<file path="src/sv/evpt_pkg.sv">
// Shared constants and register codes for the encoder velocity/position tracker.
package evpt_pkg;

    // Field widths
    localparam int CNT_W   = 16;               // encoder counter reading
    localparam int ANG_W   = 48;               // Q32.16 position
    localparam int VEL_W   = 32;               // Q16.16 velocity
    localparam int SCALE_W = 32;               // Q16.16 scale factors
    localparam int RUN_W   = 16;               // still-sample run counter
    localparam int PROD_W  = CNT_W + SCALE_W;  // exact tick * scale product
    localparam int DIFF_W  = CNT_W + 3;        // raw difference plus wrap correction

    // Configuration port
    localparam int APB_DW  = 32;
    localparam int APB_AW  = 4;

    // Register indexes (byte address / 4)
    typedef enum logic [1:0] {
        REG_COUNTER_TOP    = 2'd0,
        REG_VELOCITY_SCALE = 2'd1,
        REG_POSITION_SCALE = 2'd2,
        REG_REVERSE_DIR    = 2'd3
    } t_reg_idx;

    // Register reset values
    localparam logic [CNT_W-1:0]   COUNTER_TOP_RST = '1;
    localparam logic [SCALE_W-1:0] VEL_SCALE_RST   = SCALE_W'(65536);
    localparam logic [SCALE_W-1:0] POS_SCALE_RST   = SCALE_W'(65536);

    // Input modes
    localparam logic MODE_SAMPLE  = 1'b0;
    localparam logic MODE_RESTART = 1'b1;

endpackage

</file>
<file path="src/sv/evpt_ifs.sv">
// Valid/ready channel interfaces for tracker input items and result items.
interface evpt_in_if;
    logic                       valid;
    logic                       ready;
    logic                       mode;
    logic [evpt_pkg::CNT_W-1:0] counter_value;

    modport source (output valid, mode, counter_value, input ready);
    modport sink   (input valid, mode, counter_value, output ready);
endinterface

interface evpt_out_if;
    logic                              valid;
    logic                              ready;
    logic signed [evpt_pkg::VEL_W-1:0] velocity;
    logic signed [evpt_pkg::ANG_W-1:0] position;
    logic signed [evpt_pkg::CNT_W-1:0] tick_change;
    logic        [evpt_pkg::RUN_W-1:0] still_samples;
    logic                              restarted;

    modport source (output valid, velocity, position, tick_change, still_samples, restarted,
                    input ready);
    modport sink   (input valid, velocity, position, tick_change, still_samples, restarted,
                    output ready);
endinterface

</file>
<file path="src/sv/encoder_velocity_position_tracker_top.sv">
// Encoder tracker top level: wrap-corrected tick delta, velocity, position and still count.
//
// Each input item is a counter sample or a restart; each yields exactly one result item.
// The block is a four-register pipeline (input register, delta register, product register,
// result register) and takes one item per clock while the output side is ready, a rate set by
// the previous-count update in the delta stage and the saturating 48-bit position accumulate
// in the result stage. Each item goes from the input register through the delta, product and
// result registers in turn. Each stage holds its item while the next one is full, so input
// is still taken while a finished result waits on the output.
// Configuration is an APB-style port: counter_top at 0x0, velocity_scale at 0x4,
// position_scale at 0x8, reverse_direction at 0xC; write it only while the pipe is empty.
module encoder_velocity_position_tracker_top (
    input  logic                          i_clk,
    input  logic                          i_rst_n,
    evpt_in_if.sink                       i_in,
    evpt_out_if.source                    o_out,
    input  logic                          psel,
    input  logic                          penable,
    input  logic                          pwrite,
    input  logic [evpt_pkg::APB_AW-1:0]   paddr,
    input  logic [evpt_pkg::APB_DW-1:0]   pwdata,
    output logic [evpt_pkg::APB_DW-1:0]   prdata,
    output logic                          pready
);

    localparam int CNT_W   = evpt_pkg::CNT_W;
    localparam int ANG_W   = evpt_pkg::ANG_W;
    localparam int VEL_W   = evpt_pkg::VEL_W;
    localparam int SCALE_W = evpt_pkg::SCALE_W;
    localparam int RUN_W   = evpt_pkg::RUN_W;
    localparam int PROD_W  = evpt_pkg::PROD_W;
    localparam int DIFF_W  = evpt_pkg::DIFF_W;
    localparam int APB_DW  = evpt_pkg::APB_DW;

    localparam logic signed [DIFF_W-1:0] TICK_MAX = DIFF_W'((1 << (CNT_W-1)) - 1);
    localparam logic signed [DIFF_W-1:0] TICK_MIN = -DIFF_W'(1 << (CNT_W-1));
    localparam logic signed [PROD_W-1:0] VEL_MAX  = PROD_W'((64'sd1 << (VEL_W-1)) - 1);
    localparam logic signed [PROD_W-1:0] VEL_MIN  = -PROD_W'(64'sd1 << (VEL_W-1));

    // ---------------------------------------------------------------
    // Configuration registers
    // ---------------------------------------------------------------
    logic [CNT_W-1:0]   r_counter_top;
    logic [SCALE_W-1:0] r_velocity_scale;
    logic [SCALE_W-1:0] r_position_scale;
    logic               r_reverse_dir;
    evpt_pkg::t_reg_idx w_reg_idx;
    logic               w_cfg_wr;

    assign w_reg_idx = evpt_pkg::t_reg_idx'(paddr[3:2]);
    assign w_cfg_wr  = psel && penable && pwrite;
    assign pready    = 1'b1;

    always_ff @(posedge i_clk) begin
        if (!i_rst_n) begin
            r_counter_top    <= evpt_pkg::COUNTER_TOP_RST;
            r_velocity_scale <= evpt_pkg::VEL_SCALE_RST;
            r_position_scale <= evpt_pkg::POS_SCALE_RST;
            r_reverse_dir    <= 1'b0;
        end else if (w_cfg_wr) begin
            case (w_reg_idx)
                evpt_pkg::REG_COUNTER_TOP:    r_counter_top    <= pwdata[CNT_W-1:0];
                evpt_pkg::REG_VELOCITY_SCALE: r_velocity_scale <= pwdata[SCALE_W-1:0];
                evpt_pkg::REG_POSITION_SCALE: r_position_scale <= pwdata[SCALE_W-1:0];
                evpt_pkg::REG_REVERSE_DIR:    r_reverse_dir    <= pwdata[0];
                default: ;
            endcase
        end
    end

    // Register read-back
    always_comb begin
        case (w_reg_idx)
            evpt_pkg::REG_COUNTER_TOP:    prdata = APB_DW'(r_counter_top);
            evpt_pkg::REG_VELOCITY_SCALE: prdata = APB_DW'(r_velocity_scale);
            evpt_pkg::REG_POSITION_SCALE: prdata = APB_DW'(r_position_scale);
            evpt_pkg::REG_REVERSE_DIR:    prdata = APB_DW'(r_reverse_dir);
            default:                      prdata = '0;
        endcase
    end

    // ---------------------------------------------------------------
    // Stage enables: a stage loads when it is empty or its item moves on
    // ---------------------------------------------------------------
    logic r_s1_valid, r_s2_valid, r_s3_valid, r_out_valid;
    logic w_s1_en, w_s2_en, w_s3_en, w_out_en;

    assign w_out_en   = !r_out_valid || o_out.ready;
    assign w_s3_en    = !r_s3_valid  || w_out_en;
    assign w_s2_en    = !r_s2_valid  || w_s3_en;
    assign w_s1_en    = !r_s1_valid  || w_s2_en;
    assign i_in.ready = w_s1_en;

    // ---------------------------------------------------------------
    // Stage 1: input register
    // ---------------------------------------------------------------
    logic             r_s1_restart;
    logic [CNT_W-1:0] r_s1_count;

    always_ff @(posedge i_clk) begin
        if (!i_rst_n) begin
            r_s1_valid <= 1'b0;
        end else if (w_s1_en) begin
            r_s1_valid <= i_in.valid;
        end
    end

    always_ff @(posedge i_clk) begin
        if (w_s1_en && i_in.valid) begin
            r_s1_restart <= (i_in.mode == evpt_pkg::MODE_RESTART);
            r_s1_count   <= i_in.counter_value;
        end
    end

    // ---------------------------------------------------------------
    // Stage 2: wrap-corrected, direction-applied, clamped tick change
    // ---------------------------------------------------------------
    logic [CNT_W-1:0]         r_prev_count;
    logic                     r_awaiting_first;
    logic                     r_s2_restart;
    logic signed [CNT_W-1:0]  r_s2_delta;
    logic signed [DIFF_W-1:0] w_diff, w_half, w_mod, w_adj, w_dir;
    logic signed [CNT_W-1:0]  w_delta;

    assign w_diff = $signed(DIFF_W'(r_s1_count)) - $signed(DIFF_W'(r_prev_count));
    assign w_half = $signed(DIFF_W'(r_counter_top >> 1));
    assign w_mod  = $signed(DIFF_W'(r_counter_top)) + DIFF_W'(1);

    always_comb begin
        // a rise past half the range or a fall of at least half is a wrap
        if (r_awaiting_first) begin
            w_adj = '0;
        end else if (w_diff > 0 && w_diff > w_half) begin
            w_adj = w_diff - w_mod;
        end else if (w_diff < 0 && -w_diff >= w_half) begin
            w_adj = w_diff + w_mod;
        end else begin
            w_adj = w_diff;
        end
        w_dir = r_reverse_dir ? -w_adj : w_adj;
        if (w_dir > TICK_MAX) begin
            w_delta = TICK_MAX[CNT_W-1:0];
        end else if (w_dir < TICK_MIN) begin
            w_delta = TICK_MIN[CNT_W-1:0];
        end else begin
            w_delta = w_dir[CNT_W-1:0];
        end
    end

    always_ff @(posedge i_clk) begin
        if (!i_rst_n) begin
            r_s2_valid       <= 1'b0;
            r_prev_count     <= '0;
            r_awaiting_first <= 1'b1;
        end else if (w_s2_en) begin
            r_s2_valid <= r_s1_valid;
            if (r_s1_valid) begin
                r_prev_count     <= r_s1_restart ? '0 : r_s1_count;
                r_awaiting_first <= r_s1_restart;
            end
        end
    end

    always_ff @(posedge i_clk) begin
        if (w_s2_en && r_s1_valid) begin
            r_s2_restart <= r_s1_restart;
            r_s2_delta   <= r_s1_restart ? '0 : w_delta;
        end
    end

    // ---------------------------------------------------------------
    // Stage 3: velocity and angle-step products
    // ---------------------------------------------------------------
    logic                     r_s3_restart;
    logic signed [CNT_W-1:0]  r_s3_delta;
    logic signed [PROD_W-1:0] r_s3_vprod, r_s3_step;
    logic signed [PROD_W-1:0] w_vprod, w_step;

    assign w_vprod = $signed(r_s2_delta) * $signed({1'b0, r_velocity_scale});
    assign w_step  = $signed(r_s2_delta) * $signed({1'b0, r_position_scale});

    always_ff @(posedge i_clk) begin
        if (!i_rst_n) begin
            r_s3_valid <= 1'b0;
        end else if (w_s3_en) begin
            r_s3_valid <= r_s2_valid;
        end
    end

    always_ff @(posedge i_clk) begin
        if (w_s3_en && r_s2_valid) begin
            r_s3_restart <= r_s2_restart;
            r_s3_delta   <= r_s2_delta;
            r_s3_vprod   <= w_vprod;
            r_s3_step    <= w_step;
        end
    end

    // ---------------------------------------------------------------
    // Result stage: velocity clamp, saturating position, still run
    // ---------------------------------------------------------------
    logic signed [ANG_W-1:0] r_angle_total;
    logic [RUN_W-1:0]        r_still_run;
    logic signed [VEL_W-1:0] r_out_velocity;
    logic signed [CNT_W-1:0] r_out_tick;
    logic                    r_out_restarted;
    logic signed [ANG_W:0]   w_sum;
    logic signed [ANG_W-1:0] n_angle_total;
    logic [RUN_W-1:0]        n_still_run;
    logic signed [VEL_W-1:0] w_vel;

    assign w_sum = $signed((ANG_W+1)'(r_angle_total)) + $signed((ANG_W+1)'(r_s3_step));

    always_comb begin
        // velocity clamp to the signed Q16.16 range
        if (r_s3_vprod > VEL_MAX) begin
            w_vel = VEL_MAX[VEL_W-1:0];
        end else if (r_s3_vprod < VEL_MIN) begin
            w_vel = VEL_MIN[VEL_W-1:0];
        end else begin
            w_vel = r_s3_vprod[VEL_W-1:0];
        end

        // position saturates when the sum leaves the signed range
        if (w_sum[ANG_W] != w_sum[ANG_W-1]) begin
            n_angle_total = w_sum[ANG_W] ? {1'b1, {(ANG_W-1){1'b0}}}
                                         : {1'b0, {(ANG_W-1){1'b1}}};
        end else begin
            n_angle_total = w_sum[ANG_W-1:0];
        end

        // run of zero-velocity samples, held at full scale
        if (r_s3_vprod != '0) begin
            n_still_run = '0;
        end else if (r_still_run == '1) begin
            n_still_run = r_still_run;
        end else begin
            n_still_run = r_still_run + RUN_W'(1);
        end

        if (r_s3_restart) begin
            n_angle_total = '0;
            n_still_run   = '0;
        end
    end

    always_ff @(posedge i_clk) begin
        if (!i_rst_n) begin
            r_out_valid   <= 1'b0;
            r_angle_total <= '0;
            r_still_run   <= '0;
        end else if (w_out_en) begin
            r_out_valid <= r_s3_valid;
            if (r_s3_valid) begin
                r_angle_total <= n_angle_total;
                r_still_run   <= n_still_run;
            end
        end
    end

    always_ff @(posedge i_clk) begin
        if (w_out_en && r_s3_valid) begin
            r_out_velocity  <= r_s3_restart ? '0 : w_vel;
            r_out_tick      <= r_s3_delta;
            r_out_restarted <= r_s3_restart;
        end
    end

    assign o_out.valid         = r_out_valid;
    assign o_out.velocity      = r_out_velocity;
    assign o_out.position      = r_angle_total;
    assign o_out.tick_change   = r_out_tick;
    assign o_out.still_samples = r_still_run;
    assign o_out.restarted     = r_out_restarted;

endmodule

</file>
<file path="src/flat_wrapper.sv">
// flat-port wrapper written by rule: the top's interface ports become plain ports
module encoder_velocity_position_tracker_top_flat 
  (i_clk, i_rst_n, psel, penable, pwrite, paddr, pwdata, prdata, pready, i_in_valid, i_in_mode, i_in_counter_value, i_in_ready, o_out_valid, o_out_velocity, o_out_position, o_out_tick_change, o_out_still_samples, o_out_restarted, o_out_ready);
  evpt_in_if i_in_i ();
  evpt_out_if o_out_i ();
  input  logic i_clk;
  input  logic i_rst_n;
  input  logic psel;
  input  logic penable;
  input  logic pwrite;
  input  logic [evpt_pkg::APB_AW-1:0] paddr;
  input  logic [evpt_pkg::APB_DW-1:0] pwdata;
  output logic [evpt_pkg::APB_DW-1:0] prdata;
  output logic pready;
  input wire logic [$bits(i_in_i.valid)-1:0] i_in_valid;
  input wire logic [$bits(i_in_i.mode)-1:0] i_in_mode;
  input wire logic [$bits(i_in_i.counter_value)-1:0] i_in_counter_value;
  output wire logic [$bits(i_in_i.ready)-1:0] i_in_ready;
  output wire logic [$bits(o_out_i.valid)-1:0] o_out_valid;
  output wire logic [$bits(o_out_i.velocity)-1:0] o_out_velocity;
  output wire logic [$bits(o_out_i.position)-1:0] o_out_position;
  output wire logic [$bits(o_out_i.tick_change)-1:0] o_out_tick_change;
  output wire logic [$bits(o_out_i.still_samples)-1:0] o_out_still_samples;
  output wire logic [$bits(o_out_i.restarted)-1:0] o_out_restarted;
  input wire logic [$bits(o_out_i.ready)-1:0] o_out_ready;
  assign i_in_i.valid = i_in_valid;
  assign i_in_i.mode = i_in_mode;
  assign i_in_i.counter_value = i_in_counter_value;
  assign i_in_ready = i_in_i.ready;
  assign o_out_valid = o_out_i.valid;
  assign o_out_velocity = o_out_i.velocity;
  assign o_out_position = o_out_i.position;
  assign o_out_tick_change = o_out_i.tick_change;
  assign o_out_still_samples = o_out_i.still_samples;
  assign o_out_restarted = o_out_i.restarted;
  assign o_out_i.ready = o_out_ready;
  encoder_velocity_position_tracker_top u_core (.i_clk(i_clk), .i_rst_n(i_rst_n), .i_in(i_in_i), .o_out(o_out_i), .psel(psel), .penable(penable), .pwrite(pwrite), .paddr(paddr), .pwdata(pwdata), .prdata(prdata), .pready(pready));
endmodule
</file>
<file path="config.mk">
export PLATFORM = sky130hd
export DESIGN_NAME = encoder_velocity_position_tracker_top_flat
export DESIGN_NICKNAME = d
export VERILOG_FILES = /design/src/sv/evpt_pkg.sv /design/src/sv/evpt_ifs.sv /design/src/sv/encoder_velocity_position_tracker_top.sv /design/src/flat_wrapper.sv
export SDC_FILE = /design/constraint.sdc
export NUM_CORES = 2
export LEC_CHECK = 0
export ABC_AREA = 1
export BUFFER_PORTS_ARGS = -buffer_cell sky130_fd_sc_hd__buf_2
export CAP_MARGIN = 40
export CELL_PAD_IN_SITES_DETAIL_PLACEMENT = 0
export CELL_PAD_IN_SITES_GLOBAL_PLACEMENT = 2
export CORE_MARGIN = 5
export CORE_UTILIZATION = 36
export CTS_BUF_LIST = sky130_fd_sc_hd__clkbuf_8
export DETAILED_ROUTE_END_ITERATION = 7
export GPL_TIMING_DRIVEN = 0
export HOLD_SLACK_MARGIN = 0.15
export PLACE_DENSITY = 0.91
export RECOVER_POWER = 25
export SYNTH_ARGS = -nofsm -noshare
export SYNTH_HDL_FRONTEND = slang
export SYNTH_SLANG_ARGS = --single-unit
</file>
<file path="constraint.sdc">
create_clock -name i_clk -period 7.32 [get_ports i_clk]
set_input_delay 1.098 -clock i_clk [delete_from_list [all_inputs] [get_ports i_clk]]
set_output_delay 1.098 -clock i_clk [all_outputs]
set_load 0.02 [all_outputs]
</file>
* Word-level counts from Yosys, hierarchy flattened
Cells that the tools add are included. Widths: inputs -> output; s select.
Storage, ports and cells: register bits after elaboration 362, bits in latches 0, bits in writable memories 0, bits in read-only memories 0, input port bits 60, output and inout bits 148, logic and storage cells 92, memories 0
Cells by class: add/sub/neg operators 8, multiply operators 2, div/mod/pow operators 0, order comparisons 8, equality and inequality tests 6, shifts and indexed selects 0, mux-type cells 16, bitwise logic cells 0, reductions and logical operators 27
Operators by type and width (number):
- $mux 48 | 3
- $pmux 32 s4 | 1
- $mul 16x33->48 | 2
- $mux 16 | 5
- $mux 19 | 4
- $add 48x48->49 | 1
- $gt 48x32->1 const B | 1
- $lt 48x32->1 const B | 1
- $reduce_bool 48->1 | 1
- $mux 32 | 1
- $mux 31 | 1
- $add 17x18->19 | 1
- $ge 19x16->1 | 1
- $gt 19x16->1 const B | 1
- $lt 19x16->1 const B | 1
- $neg 17->19 | 1
- $neg 19->19 | 1
- $sub 17x18->19 | 1
- $add 16x1->17 const B | 1
- $gt 17x1->1 const B | 1
- $gt 17x16->1 | 1
- $lt 17x1->1 const B | 1
- $sub 16x16->17 | 1
- $add 16x1->16 const B | 1
- other kinds (13) | 33

* Longest topological paths before layout
depth after elaboration 12, depth in mapped cells 43

* Worst setup path after synthesis
Ideal clock, no wire load.
kind reg2reg, start register u_core.r_s2_delta[1], end register u_core.r_s3_vprod[46], data pin, library setup time 265 ps, data arrival time 6579 ps, setup slack 476 ps, stages on the path, launching flop included 28, path buffers 2, cell sequence edfxtp_1 > clkbuf_1 > buf_1 > nand2_1 > fa_1 > inv_1 > fa_1 > inv_1 > fa_1 > fa_1 > inv_1 > fa_1 > inv_1 > fa_1 > inv_1 > ha_1 > nand2_1 > o21ai_0 > a21o_1 > a21oi_1 > o21ai_0 > a21boi_0 > o31ai_1 > a31oi_1 > o21bai_1 > a21oi_1 > o21ai_0 > xor2_1
On the way: cells in the longest elaborated chain, start to end 1
Ends and longest elaborated chain:
- from (decl) | RTL line encoder_velocity_position_tracker_top.sv:121 | logic signed [CNT_W-1:0] r_s2_delta;
- from (signal assigned) | RTL line encoder_velocity_position_tracker_top.sv:167 | r_s2_delta <= r_s1_restart ? '0 : w_delta;
- $mul 16x33->48 | RTL line encoder_velocity_position_tracker_top.sv:179 | assign w_vprod = $signed(r_s2_delta) * $signed({1'b0, r_velocity_scale});
- via u_core.w_vprod[46] | RTL line encoder_velocity_position_tracker_top.sv:177 | logic signed [PROD_W-1:0] w_vprod, w_step;
- to (signal assigned) | RTL line encoder_velocity_position_tracker_top.sv:194 | r_s3_vprod <= w_vprod;
- to (decl) | RTL line encoder_velocity_position_tracker_top.sv:176 | logic signed [PROD_W-1:0] r_s3_vprod, r_s3_step;
The timed path passes the listed nets, and every way through them passes these cells. A chain may end at the register's enable or synchronous reset.

* Worst setup path after layout
start register u_core.r_position_scale[10], end register u_core.r_s3_step[46], data pin
On the way: cells in the longest elaborated chain, start to end 1
Ends and longest elaborated chain:
- from (decl) | RTL line encoder_velocity_position_tracker_top.sv:45 | logic [SCALE_W-1:0] r_position_scale;
- from (signal assigned) | RTL line encoder_velocity_position_tracker_top.sv:58 | r_position_scale <= evpt_pkg::POS_SCALE_RST;
- from (signal assigned) | RTL line encoder_velocity_position_tracker_top.sv:64 | evpt_pkg::REG_POSITION_SCALE: r_position_scale <= pwdata[SCALE_W-1:0];
- $mul 16x33->48 | RTL line encoder_velocity_position_tracker_top.sv:180 | assign w_step = $signed(r_s2_delta) * $signed({1'b0, r_position_scale});
- via u_core.w_step[46] | RTL line encoder_velocity_position_tracker_top.sv:177
- to (signal assigned) | RTL line encoder_velocity_position_tracker_top.sv:195 | r_s3_step <= w_step;
- to (decl) | RTL line encoder_velocity_position_tracker_top.sv:176
The timed path passes the listed nets, and every way through them passes these cells.

==> metrics <==
antenna viol nets, final 0; Tmin final a little over 7 ns; initial antenna violation count 15; Slowest-stage cell, CP dfxtp_1; worst r2r src u_core.r_position_scale[10]; Max Clock Skew around 0.07 ns; worst slew pin tran 2.21 ns; maximum VDD drop 0.128 mV; multi-input logic area 0.0373 mm²; syn avg cell area 7.93 µm²; largest area contributor in the netlist fa_1; WL final approximately 190000 µm; Worst Hold Class register to register; Vias 45636; Core Area roughly 0.15 mm²; sequential cell area fraction in the yosys report 17.0%; CTS tree built; setup slack, reg-to-reg 0.23 ns; Post-route DRC 0; total power 8.66 mW; die height 397 µm; Hold Crit Start u_core.r_s3_delta[4]; synthesized area 0.0540 mm²; critical path launch point type register; Area Overhead vs Synth 11.6%; Area contributors post-synth fa_1 (31%), inv_1 (12%), nand2_1 (11%); max cap viols 3; Clock Path Buffers 3; clock-pin slew of the registers on the worst-case setup and hold paths 0.06 ns; number of buffers created by CTS 75; Crit. End Element register; crit path max fanout 10; WP data arrival 7.60 ns; clk sinks 362; initial core utilization between 30% and 40%; Synth Register Bits 362; CTS Hold Bufs 0; r2r endpoint u_core.r_s3_step[46]; grt total ovfl 0; Max-slew headroom -48.3%; count of cell types in the netlist 59; most used cell, CP nand2_1; ratio of cells with drive above 1 in the final layout between 8 and 9%; post-synth top area share 31.1%; row count 142; PD cells roughly 140 mW/mm²; post-synth net total 8149; violated checks max-capacitance violations, max-slew violations; top_reg_cell synth edfxtp_1; Fmax 141 MHz; CP Class register to register; Yosys warning count 0; number of synthesized flops with an enable pin roughly 200; Hold EP u_core.o_out.tick_change[4]; Mapped Cells between 6000 and 7000; Placer Congestion 1.00; global-route wire length before repair 283000 µm; ys async rst share 0%; max-slew violation count 92; final count of hold timing violations 0; vias in the first global route 46516; Worst path max stage delay 0.61 ns; Port-buffer cells approximately 200; H-tree depth 3; register area between 0.009 and 0.01 mm²; Hold Path Depth 0; FF-to-FF path depth 33; Pre-Repair DR Iteration Count 6; nets 8476; Die W 397 µm; Worst Hold Margin about 0.42 ns; starting DRC count in detailed routing 3403; # setup viols final 0; fin area 0.0603 mm²; WP data required 7.83 ns; pin count of the biggest net entering global routing 67; cell area after placement 0.0583 mm²; Clock Latency Late Sink 0.80 ns; Leak 30.7 nW; clk root buf clkbuf_8; average wire per standard cell 20.2 µm; Final period util 96.8%; DP Wirelength 157000 µm; full die area 0.158 mm²; layout filler cell count about 16000; run status complete, but fails checks; GRT Resource Usage Total between 20% and 30%; IO Count 208; Via-to-Cell Ratio 4.94
-- synthesized netlist by cell type, types with 8 or more instances --
cell type  number
a211oi_1       21
a21boi_0        9
a21o_1          8
a21oi_1       376
a31oi_1        53
buf_1          50
clkbuf_1      259
dfxtp_1       166
edfxtp_1      196
fa_1          840
ha_1          432
inv_1        1692
inv_2          13
nand2_1      1621
nand2_2        25
nand3_1       141
nand3_2        12
nand3b_1        9
nand4_1        34
nor2_1        268
nor3_1         31
nor4_1         21
o211ai_1       27
o21a_1         16
o21ai_0       182
o21ai_1        10
o21bai_1       14
o221ai_1       18
o22ai_1        10
or2_2          11
xnor2_1        68
xor2_1        123
-- metal layers --
metal | track usage, % | up-vias | wire length (µm)
li1 | - | 21153 | -
met2 | 38.0 | 1595 | 85200
met5 | 0 | - | 43
met1 | 31.4 | 22540 | 78300
met3 | 4.83 | 340 | 14900
met4 | 9.71 | 8 | 8520
-- what timing repair did --
| action | 4_1_cts | 5_1_grt |
|---|---|---|
| gates resized for setup | 83 | 87 |
| endpoints found under the setup margin | 51 | 27 |
| pin swaps | 5 | 9 |
| buffers inserted | 19 | 19 |
-- state kept, by name, summed over array words and instances, names as in the netlist, 32 cells and up --
register	count
u_core.r_position_scale	32
u_core.r_s3_step	48
u_core.o_out.position	48
u_core.r_s3_vprod	48
u_core.r_velocity_scale	32
u_core.o_out.velocity	32
-- placed cells by master (no fill, tap or decap), types with 12 or more instances in the layout --
master / n
xor2_1: 122
clkinv_2: 13
edfxtp_1: 196
nor2_1: 266
nor3_1: 31
nand3_1: 141
clkbuf_1: 173
nand4_1: 34
o21ai_0: 176
nor4_1: 21
a21oi_1: 365
clkbuf_2: 53
ha_1: 430
xnor2_1: 68
diode_2: 12
o221ai_1: 18
clkbuf_8: 80
buf_6: 21
buf_4: 32
inv_2: 12
buf_8: 24
nand3_2: 12
buf_1: 28
o211ai_1: 27
nand2_2: 25
fa_1: 840
dfxtp_1: 158
buf_2: 218
a31oi_1: 50
clkinv_1: 13
inv_1: 1717
o21bai_1: 12
o21a_1: 16
a211oi_1: 19
nand2_1: 1621
-- worst max-delay path by stage --
stage	start	end	cells past startpoint
6_report	u_core.r_position_scale[10]	u_core.r_s3_step[46]	33
5_1_grt	u_core.r_s2_delta[3]	u_core.r_s3_step[44]	35
4_1_cts	u_core.r_s2_delta[3]	u_core.r_s3_vprod[44]	30
3_5_place_dp	u_core.r_s2_delta[2]	u_core.r_s3_step[47]	25
3_3_place_gp	u_core.r_s2_delta[3]	u_core.r_s3_step[47]	29
2_1_floorplan	u_core.r_s2_delta[1]	u_core.r_s3_vprod[46]	27
-- critical path, delay by kind of cell (launching register included) --
family	cells	cell delay, ns
compound gates	2	0.49
xor+xnor	1	0.10
fa+ha+maj	7	3.40
buf+inv	7	0.66
flops	1	0.61
simple gates	16	1.53
-- area by class of cell --
type | count | area share [%]
Sequential cell | 362 | 15.3
Clock inverter | 60 | 0.743
Inverter | 1711 | 10.7
Clock buffer | 79 | 1.80
Tap cell | 2016 | 4.18
Antenna cell | 12 | 0.0498
Buffer | 275 | 2.02
Multi-Input combinational cell | 4424 | 61.9
Timing Repair Buffer | 295 | 3.35
-- power by group --
group / internal, mW / switching [mW] / leakage (nW)
clock: 1.23 / 1.09 / 0.892
sequential: 2.32 / 0.0696 / 3.18
combinational: 1.35 / 2.60 / 26.6
-- cells by family (layout without fill, tap and decap cells) --
logic type	after synthesis	in the layout	synth area share (%)
simple gates	2197	2197	16.6
xor+xnor	191	191	3.10
other cells	1	13	0.00694
buf+inv	2031	2420	14.2
fa+ha+maj	1272	1272	41.1
flops	362	362	17.0
compound gates	763	763	7.90
-- per-stage QoR --
step / setup TNS (ns) / util (%) / std cells / setup WS [ns]
2_1_floorplan: 0 / - / 6817 / 0.476
3_3_place_gp: -73.97 / 38.5 / 9037 / -2.36
3_5_place_dp: -37.86 / 38.9 / 9087 / -1.66
4_1_cts: 0 / 40.1 / 9217 / 0.00742
5_1_grt: -0.0163 / 40.3 / 9230 / -0.00697
6_report: 0 / 40.3 / 9234 / 0.231
Note: power is estimated with default switching activity, not from simulation.
